[config.mk]
export PLATFORM = sky130hd
export DESIGN_NAME = escaped_frame_deframer
export DESIGN_NICKNAME = d
export VERILOG_FILES = /design/src/rtl/core/efd_pkg.sv /design/src/rtl/core/escaped_frame_deframer.sv
export SDC_FILE = /design/constraint.sdc
export NUM_CORES = 1
export LEC_CHECK = 0
export ABC_AREA = 1
export BUFFER_PORTS_ARGS = -buffer_cell sky130_fd_sc_hd__buf_4
export CAP_MARGIN = 0
export CORE_MARGIN = 3
export CORE_UTILIZATION = 40
export CTS_BUF_LIST = sky130_fd_sc_hd__clkbuf_4 sky130_fd_sc_hd__clkbuf_8
export DETAILED_ROUTE_END_ITERATION = 6
export PLACE_DENSITY = 0.67
export REMOVE_ABC_BUFFERS = 1
export SLEW_MARGIN = 10
export SYNTH_ARGS = -nofsm -noshare
export SYNTH_HDL_FRONTEND = slang
export SYNTH_SLANG_ARGS = --single-unit
[constraint.sdc]
create_clock -name i_clk -period 4.5 [get_ports i_clk]
set_clock_uncertainty 0.1 [all_clocks]
set_input_delay 0 -clock i_clk [delete_from_list [all_inputs] [get_ports i_clk]]
set_output_delay 0 -clock i_clk [all_outputs]
set_load 0.02 [all_outputs]
[src/rtl/core/efd_pkg.sv]
// Shared codes, widths and the CRC-16 byte update for the escaped frame deframer.
package efd_pkg;

    localparam int unsigned BYTE_W  = 8;
    localparam int unsigned CRC_W   = 16;
    localparam int unsigned LEN_W   = 16;
    localparam int unsigned PHASE_W = 4;
    localparam int unsigned EVENT_W = 3;
    localparam int unsigned CFG_IDX_W = 2;

    typedef logic [BYTE_W-1:0]    t_byte;
    typedef logic [CRC_W-1:0]     t_crc;
    typedef logic [LEN_W-1:0]     t_len;
    typedef logic [PHASE_W-1:0]   t_phase;
    typedef logic [EVENT_W-1:0]   t_event;
    typedef logic [CFG_IDX_W-1:0] t_cfg_idx;

    // Frame phases
    localparam t_phase PH_HUNT    = 4'd0;
    localparam t_phase PH_LEN_HI  = 4'd1;
    localparam t_phase PH_LEN_LO  = 4'd2;
    localparam t_phase PH_SUB     = 4'd3;
    localparam t_phase PH_SEQ     = 4'd4;
    localparam t_phase PH_CMD     = 4'd5;
    localparam t_phase PH_PAYLOAD = 4'd6;
    localparam t_phase PH_CRC_HI  = 4'd7;
    localparam t_phase PH_CRC_LO  = 4'd8;

    // Result event codes
    localparam t_event EV_HEADER  = 3'd0;
    localparam t_event EV_DATA    = 3'd1;
    localparam t_event EV_GOOD    = 3'd2;
    localparam t_event EV_CRC_ERR = 3'd3;
    localparam t_event EV_SHORT   = 3'd4;
    localparam t_event EV_ABORT   = 3'd5;

    // Configuration register indexes
    localparam t_cfg_idx CFG_START_BYTE  = 2'd0;
    localparam t_cfg_idx CFG_ESCAPE_BYTE = 2'd1;
    localparam t_cfg_idx CFG_CRC_POLY    = 2'd2;
    localparam t_cfg_idx CFG_CRC_INIT    = 2'd3;

    // Reset values of the configuration registers
    localparam t_byte START_BYTE_RST  = 8'hFD;
    localparam t_byte ESCAPE_BYTE_RST = 8'hFC;
    localparam t_crc  CRC_POLY_RST    = 16'h8005;
    localparam t_crc  CRC_INIT_RST    = 16'hD77F;

    localparam t_byte ESC_MARK_BIT = 8'h80;
    localparam t_len  HDR_BYTES    = 16'd3;

    // MSB-first CRC-16 update over one byte, eight shift steps
    function automatic t_crc crc_byte(input t_crc crc, input t_byte data, input t_crc poly);
        t_crc c;
        c = crc ^ {data, 8'h00};
        for (int i = 0; i < BYTE_W; i++) begin
            if (c[CRC_W-1]) begin
                c = {c[CRC_W-2:0], 1'b0} ^ poly;
            end else begin
                c = {c[CRC_W-2:0], 1'b0};
            end
        end
        return c;
    endfunction

endpackage

[src/rtl/core/escaped_frame_deframer.sv]
// Byte-stuffed serial frame deframer with CRC-16 check, top level.
//
// Takes one raw received byte per word on the rx channel and streams out
// header, payload and status words on the event channel. Bytes are dropped
// until the start byte; inside a frame the escape byte is dropped and the
// following byte is taken with bit 7 set. A frame is a big-endian 16-bit
// length L, subsystem, sequence, opcode, L-3 payload bytes and two CRC bytes;
// the MSB-first CRC-16 (no final xor) runs from the initial value over every
// unescaped byte after the start byte and must end at zero. An unescaped
// start byte inside a frame aborts it (event 5) and opens a new frame.
// Timing: an rx word is captured in an input register, then decoded, CRC
// updated and any result loaded into the output register; one word per
// cycle is sustained while the event channel takes results without stall. The
// eight-step CRC update is combinational within the decode stage.
// A result left waiting in the output register holds the decode stage, so
// rx words stall behind it even when they owe no event.
// Configuration writes take effect at once and are meant for idle periods.
module escaped_frame_deframer
    import efd_pkg::*;
(
    input  logic        i_clk,
    input  logic        i_rst_n,
    // configuration write port
    input  logic        i_cfg_wr_en,
    input  t_cfg_idx    i_cfg_index,
    input  logic [15:0] i_cfg_data,
    // rx byte channel
    input  logic        i_rx_valid,
    output logic        o_rx_ready,
    input  logic [7:0]  i_rx_byte,
    // event channel
    output logic        o_ev_valid,
    input  logic        i_ev_ready,
    output logic [2:0]  o_event_res,
    output logic [7:0]  o_data_byte,
    output logic [7:0]  o_subsystem,
    output logic [7:0]  o_sequence_res,
    output logic [7:0]  o_opcode,
    output logic [15:0] o_payload_length,
    output logic [15:0] o_byte_index
);

    // configuration
    t_byte  r_start_byte;
    t_byte  r_escape_byte;
    t_crc   r_crc_poly;
    t_crc   r_crc_init;

    // input register
    logic   r_in_vld;
    t_byte  r_in_byte;

    // frame state
    t_phase r_phase,    n_phase;
    logic   r_esc,      n_esc;
    t_crc   r_crc,      n_crc;
    t_len   r_flen,     n_flen;
    t_len   r_pcount,   n_pcount;
    t_byte  r_sub,      n_sub;
    t_byte  r_seq,      n_seq;
    t_byte  r_opc,      n_opc;

    // output register
    logic   r_out_vld;
    t_event r_ev,       n_ev;
    t_byte  r_data,     n_data;
    t_byte  r_o_sub,    n_o_sub;
    t_byte  r_o_seq,    n_o_seq;
    t_byte  r_o_opc,    n_o_opc;
    t_len   r_o_len,    n_o_len;
    t_len   r_o_idx,    n_o_idx;

    logic   w_adv;
    logic   w_emit;
    logic   w_use_old;
    logic   w_len_vld;
    t_byte  w_val;
    t_len   w_fl_emit;
    t_len   w_plen_new;

    function automatic t_len pay_len(input t_len fl);
        return (fl >= HDR_BYTES) ? t_len'(fl - HDR_BYTES) : '0;
    endfunction

    // advance the decode stage when the output register is free or draining
    assign w_adv      = r_in_vld && (!r_out_vld || i_ev_ready);
    assign o_rx_ready = !r_in_vld || w_adv;

    always_ff @(posedge i_clk) begin
        if (!i_rst_n) begin
            r_start_byte  <= START_BYTE_RST;
            r_escape_byte <= ESCAPE_BYTE_RST;
            r_crc_poly    <= CRC_POLY_RST;
            r_crc_init    <= CRC_INIT_RST;
        end else if (i_cfg_wr_en) begin
            case (i_cfg_index)
                CFG_START_BYTE:  r_start_byte  <= i_cfg_data[7:0];
                CFG_ESCAPE_BYTE: r_escape_byte <= i_cfg_data[7:0];
                CFG_CRC_POLY:    r_crc_poly    <= i_cfg_data;
                CFG_CRC_INIT:    r_crc_init    <= i_cfg_data;
                default: ;
            endcase
        end
    end

    always_comb begin
        n_phase    = r_phase;
        n_esc      = r_esc;
        n_crc      = r_crc;
        n_flen     = r_flen;
        n_pcount   = r_pcount;
        n_sub      = r_sub;
        n_seq      = r_seq;
        n_opc      = r_opc;
        w_emit     = 1'b0;
        w_use_old  = 1'b0;
        w_len_vld  = 1'b1;
        n_ev       = EV_HEADER;
        n_data     = '0;
        n_o_idx    = '0;
        w_val      = r_esc ? (r_in_byte | ESC_MARK_BIT) : r_in_byte;
        w_plen_new = '0;

        if (w_adv) begin
            if (r_phase == PH_HUNT || r_phase > PH_CRC_LO) begin
                // hunt: drop everything up to the start byte
                if (r_in_byte == r_start_byte) begin
                    n_phase  = PH_LEN_HI;
                    n_esc    = 1'b0;
                    n_crc    = r_crc_init;
                    n_flen   = '0;
                    n_pcount = '0;
                    n_sub    = '0;
                    n_seq    = '0;
                    n_opc    = '0;
                end else begin
                    n_phase = PH_HUNT;
                end
            end else if (!r_esc && r_in_byte == r_start_byte) begin
                // abort: report the old frame, then open a new one
                w_emit    = 1'b1;
                w_use_old = 1'b1;
                w_len_vld = (r_phase > PH_LEN_LO);
                n_ev      = EV_ABORT;
                n_phase   = PH_LEN_HI;
                n_esc     = 1'b0;
                n_crc     = r_crc_init;
                n_flen    = '0;
                n_pcount  = '0;
                n_sub     = '0;
                n_seq     = '0;
                n_opc     = '0;
            end else if (!r_esc && r_in_byte == r_escape_byte) begin
                n_esc = 1'b1;
            end else begin
                n_esc = 1'b0;
                n_crc = crc_byte(r_crc, w_val, r_crc_poly);
                case (r_phase)
                    PH_LEN_HI: begin
                        n_flen  = {w_val, 8'h00};
                        n_phase = PH_LEN_LO;
                    end
                    PH_LEN_LO: begin
                        n_flen = {r_flen[15:8], w_val};
                        if (n_flen < HDR_BYTES) begin
                            w_emit  = 1'b1;
                            n_ev    = EV_SHORT;
                            n_phase = PH_HUNT;
                        end else begin
                            n_phase = PH_SUB;
                        end
                    end
                    PH_SUB: begin
                        n_sub   = w_val;
                        n_phase = PH_SEQ;
                    end
                    PH_SEQ: begin
                        n_seq   = w_val;
                        n_phase = PH_CMD;
                    end
                    PH_CMD: begin
                        n_opc    = w_val;
                        n_pcount = '0;
                        w_emit   = 1'b1;
                        n_ev     = EV_HEADER;
                        n_phase  = (pay_len(r_flen) != '0) ? PH_PAYLOAD : PH_CRC_HI;
                    end
                    PH_PAYLOAD: begin
                        w_emit   = 1'b1;
                        n_ev     = EV_DATA;
                        n_data   = w_val;
                        n_o_idx  = r_pcount;
                        n_pcount = r_pcount + 16'd1;
                        if (n_pcount >= pay_len(r_flen)) begin
                            n_phase = PH_CRC_HI;
                        end
                    end
                    PH_CRC_HI: begin
                        n_phase = PH_CRC_LO;
                    end
                    default: begin
                        // last CRC byte: residue must be zero
                        w_emit  = 1'b1;
                        n_ev    = (n_crc == '0) ? EV_GOOD : EV_CRC_ERR;
                        n_phase = PH_HUNT;
                    end
                endcase
            end
        end

        // abort reports the fields held before the restart
        w_fl_emit  = w_use_old ? r_flen : n_flen;
        w_plen_new = pay_len(w_fl_emit);
        n_o_sub    = w_use_old ? r_sub : n_sub;
        n_o_seq    = w_use_old ? r_seq : n_seq;
        n_o_opc    = w_use_old ? r_opc : n_opc;
        n_o_len    = w_len_vld ? w_plen_new : '0;
    end

    always_ff @(posedge i_clk) begin
        if (!i_rst_n) begin
            r_in_vld  <= 1'b0;
            r_out_vld <= 1'b0;
            r_phase   <= PH_HUNT;
            r_esc     <= 1'b0;
            r_crc     <= '0;
            r_flen    <= '0;
            r_pcount  <= '0;
            r_sub     <= '0;
            r_seq     <= '0;
            r_opc     <= '0;
        end else begin
            if (o_rx_ready) begin
                r_in_vld <= i_rx_valid;
            end
            // hold a result until taken, load a new one when the stage emits
            if (w_emit) begin
                r_out_vld <= 1'b1;
            end else if (i_ev_ready) begin
                r_out_vld <= 1'b0;
            end
            r_phase  <= n_phase;
            r_esc    <= n_esc;
            r_crc    <= n_crc;
            r_flen   <= n_flen;
            r_pcount <= n_pcount;
            r_sub    <= n_sub;
            r_seq    <= n_seq;
            r_opc    <= n_opc;
        end
    end

    // payload registers
    always_ff @(posedge i_clk) begin
        if (o_rx_ready && i_rx_valid) begin
            r_in_byte <= i_rx_byte;
        end
        if (w_emit) begin
            r_ev    <= n_ev;
            r_data  <= n_data;
            r_o_sub <= n_o_sub;
            r_o_seq <= n_o_seq;
            r_o_opc <= n_o_opc;
            r_o_len <= n_o_len;
            r_o_idx <= n_o_idx;
        end
    end

    assign o_ev_valid       = r_out_vld;
    assign o_event_res      = r_ev;
    assign o_data_byte      = r_data;
    assign o_subsystem      = r_o_sub;
    assign o_sequence_res   = r_o_seq;
    assign o_opcode         = r_o_opc;
    assign o_payload_length = r_o_len;
    assign o_byte_index     = r_o_idx;

endmodule
==> results.py <==
metrics = {
    "layout": {
        "drive_above_1_share_pct": 14.0,
        "regArea_mm2": 0.00479,
        "insertedDiodeCount": 0,
        "fill_cells": 2999,
        "final_nets": 2001,
        "syn_to_final_growth_pct": 19.5,
        "multi_input_area_mm2": 0.00619,
    },
    "timing": {
        "rsz0062_at_grt": "false",
        "hold_violations": 0,
        "setup_viol_count_final": 0,
        "tightestPinTransition_ns": 0.932,
        "finalWorstSetupSlack_ns": 0.311,
        "fin_tns_setup_ns": 0,
        "drv_slew": 0,
        "min_period_over_period_pct": 93.1,
        "fmax_mhz": 239,
        "fin_crit_ns": 4.19,
        "relSlewSlack_pct": 37.4,
    },
    "pwr": {
        "vdd_ir_drop_max_uv": 226,
        "power_density_mw_per_mm2": 361,
        "leakagePower_nw": 6.85,
    },
    "clock_tree": {
        "clk_pin_slew_ns": 0.06,
        "h-tree-depth": 1,
        "cts.sinks": 202,
        "cts-root-buf": "clkbuf_8",
        "tritoncts": "yes",
        "numCtsBuffers": 31,
        "cts_buffer_depth": 3,
        "clk_latency_ns": 0.58,
    },
    "synth": {
        "synth_top_flop_cell": "dfxtp_1",
        "ys_warn_count": 0,
        "yosysMostFrequentCell": "nand2_1",
        "ys_top_cells_by_area": "dfxtp_1, edfxtp_1, nand2_1, inv_1, nand3_1",
        "synth_cell_types": 48,
        "seq_area_frac_synth_pct": 38.7,
        "synth_top_cell_area_share_pct": 20.5,
        "syn-cell-area_mm2": 0.0124,
        "syn_avg_cell_area_um2": 6.86,
        "ys_async_sr_fraction_pct": 0,
        "synthTopCellsByCount": "nand2_1, inv_1, nand3_1, nor2_1, dfxtp_1",
        "synth-edff-count": 75,
        "ys_seq_elements": 202,
        "yosys.area.top_type": "dfxtp_1",
        "syn-instance-count": 1806,
    },
    "worst_setup_path": {
        "crit_path_end_kind": "flop",
        "crit_chain": "inv_2 > buf_4 > or2_2 > nand4_1 > nor4_4 > nand2_2 > nand2_2 > inv_2 > a21oi_4 > o22ai_1 > inv_1 > o21ai_0 > ha_1 > inv_1 > nand3_1 > nor2_2 > nand3_2 > nor2_1 > nand2_1 > o21ai_4 > a21oi_1",
        "max_stage_delay_ns": 0.45,
        "reg2reg_depth": 21,
        "cp_max_fo": 9,
        "cp.required_ns": 4.70,
        "slowest_stage": "edfxtp_1",
        "critPathKind": "reg2reg",
        "reg2reg_setup_slack_ns": 0.31,
        "arrival_ns": 4.39,
        "cp-start-kind": "flop",
    },
    "floorplan": {
        "die_h_um": 182,
        "start_util_pct": 41.1,
        "die_w_um": 182,
        "core_mm2": 0.0301,
        "rows": 63,
        "die_area_mm2": 0.0331,
        "pin_count": 100,
    },
    "place": {
        "numPortBuffers": 99,
        "pre_cts_slack_ns": 0.144,
        "detailed_place_hpwl_mm": 26.0,
        "gp_congestion": 0.963,
    },
    "hold_path": {
        "hold_depth": 2,
        "hold_class": "in2reg",
    },
    "detailed_routing": {
        "drt_wl_total_mm": 36.0,
        "antenna_left": 0,
        "drt_iter0_markers": 989,
        "via_per_inst": 5.19,
        "routedWlPerCell_um": 15.2,
        "vias": 12300,
        "drcViolationCount": 0,
        "drt_first_pass_iters": 7,
    },
    "grt": {
        "use_met2_pct": 35.0,
        "gr-usage-met3_pct": 2.46,
        "track_usage_pct": 20.9,
        "busiest_layer": "met2",
        "antenna_found_initial": 0,
        "grt_max_degree": 72,
        "use_met1_pct": 29.0,
        "grt_pass1_wl_mm": 57.5,
        "overflow": 0,
        "grt_pass1_vias": 11300,
    },
    "job": {
        "maxCapViolCount": 0,
    },
    "status": {
        "status": "completed",
    },
}
## layout by cell type (no fill, tap or decap), types with 19 or more instances in the layout
master and instances:
nand3_1 183, inv_1 261, nand2_2 21, xor2_1 24, dlygate4sd3_1 48, o21ai_0 102
clkbuf_8 35, edfxtp_1 75, dfxtp_1 127, nand4_1 20, nor2_1 178, a21oi_1 78
o22ai_1 44, ha_1 19, nand2_1 453, buf_4 138
## path summary, 6_finish.rpt
| path | end | from |
|---|---|---|
| min reg2reg | r_crc_init[4] | r_crc_init[4] |
| max | o_payload_length[8] | r_in_byte[6] |
| min | r_in_byte[7] | i_rx_byte[7] |
| max reg2reg | o_payload_length[8] | r_in_byte[6] |
## sequential cells by signal, indices dropped and copies added (netlist names), 4 cells and up
| register | flops |
|---|---|
| o_byte_index | 16 |
| o_data_byte | 8 |
| o_opcode | 8 |
| o_payload_length | 16 |
| o_sequence_res | 8 |
| o_subsystem | 8 |
| r_crc | 16 |
| r_crc_init | 16 |
| r_crc_poly | 16 |
| r_escape_byte | 8 |
| r_flen | 16 |
| r_in_byte | 8 |
| r_opc | 8 |
| r_pcount | 16 |
| r_phase | 4 |
| r_seq | 8 |
| r_start_byte | 8 |
| r_sub | 8 |
## cells by family (layout without fill, tap and decap cells)
group | count (synthesis) | in the layout | share of synthesized area, %
AO/OA/AOI/OAI | 268 | 269 | 12.2
XOR/XNOR | 42 | 42 | 3.15
adder cells (fa/ha/maj) | 19 | 19 | 1.92
buffers and inverters | 359 | 528 | 11.8
flip-flops | 202 | 202 | 38.7
AND/OR/NAND/NOR | 916 | 916 | 32.2
## power breakdown
part	internal [mW]	switching [mW]
Sequential	1.95	0.0573
Clock	1.05	0.731
Combinational	0.517	1.04
Total	3.51	1.83
## routing by layer
layer	part of all wire, %	up-vias
li1	-	6124
met3	6.0	52
met5	0	-
met2	46	406
met4	2.0	0
met1	46	5699
## through the flow
| stage | std cells | utilization, % | cell area (µm²) | hold WS, ns | power [mW] |
|---|---|---|---|---|---|
| 2_1_floorplan | 1731 | - | 12000 | -0.0159 | 3.09 |
| 3_3_place_gp | 2256 | 44.8 | 13500 | 0.0923 | 3.50 |
| 3_5_place_dp | 2256 | 44.8 | 13500 | 0.0842 | 3.53 |
| 4_1_cts | 2362 | 48.8 | 14700 | 0.0276 | 5.34 |
| 5_1_grt | 2366 | 49.1 | 14800 | 0.0449 | 5.66 |
| 6_report | 2366 | 49.1 | 14800 | 0.0563 | 5.34 |
## worst max-delay path, delay by kind of cell, from the launching register on
kind                       cells  cell delay [ns]
buffers and inverters          5             0.57
DFF                            1             0.45
AOI/OAI and AO/OA              5             0.83
adders and majority gates      1             0.23
and+or+nand+nor               10             1.73
## final cells by class
cell class | count | share of cell area (%)
Multi-Input combinational cell | 1246 | 41.9
Tap cell | 390 | 3.30
Clock inverter | 10 | 1.02
Timing Repair Buffer | 186 | 10.2
Inverter | 284 | 7.25
Sequential cell | 202 | 32.4
Clock buffer | 48 | 3.91
## timing repair
| item | CTS | global route |
|---|---|---|
| resized for setup | 0 | 12 |
| endpoints found under the setup margin | 0 | 17 |
| setup buffers | 0 | 3 |
| hold endpoints to repair | 73 | 0 |
| hold buffers | 48 | 0 |
Power figures use the tool's default switching activity.
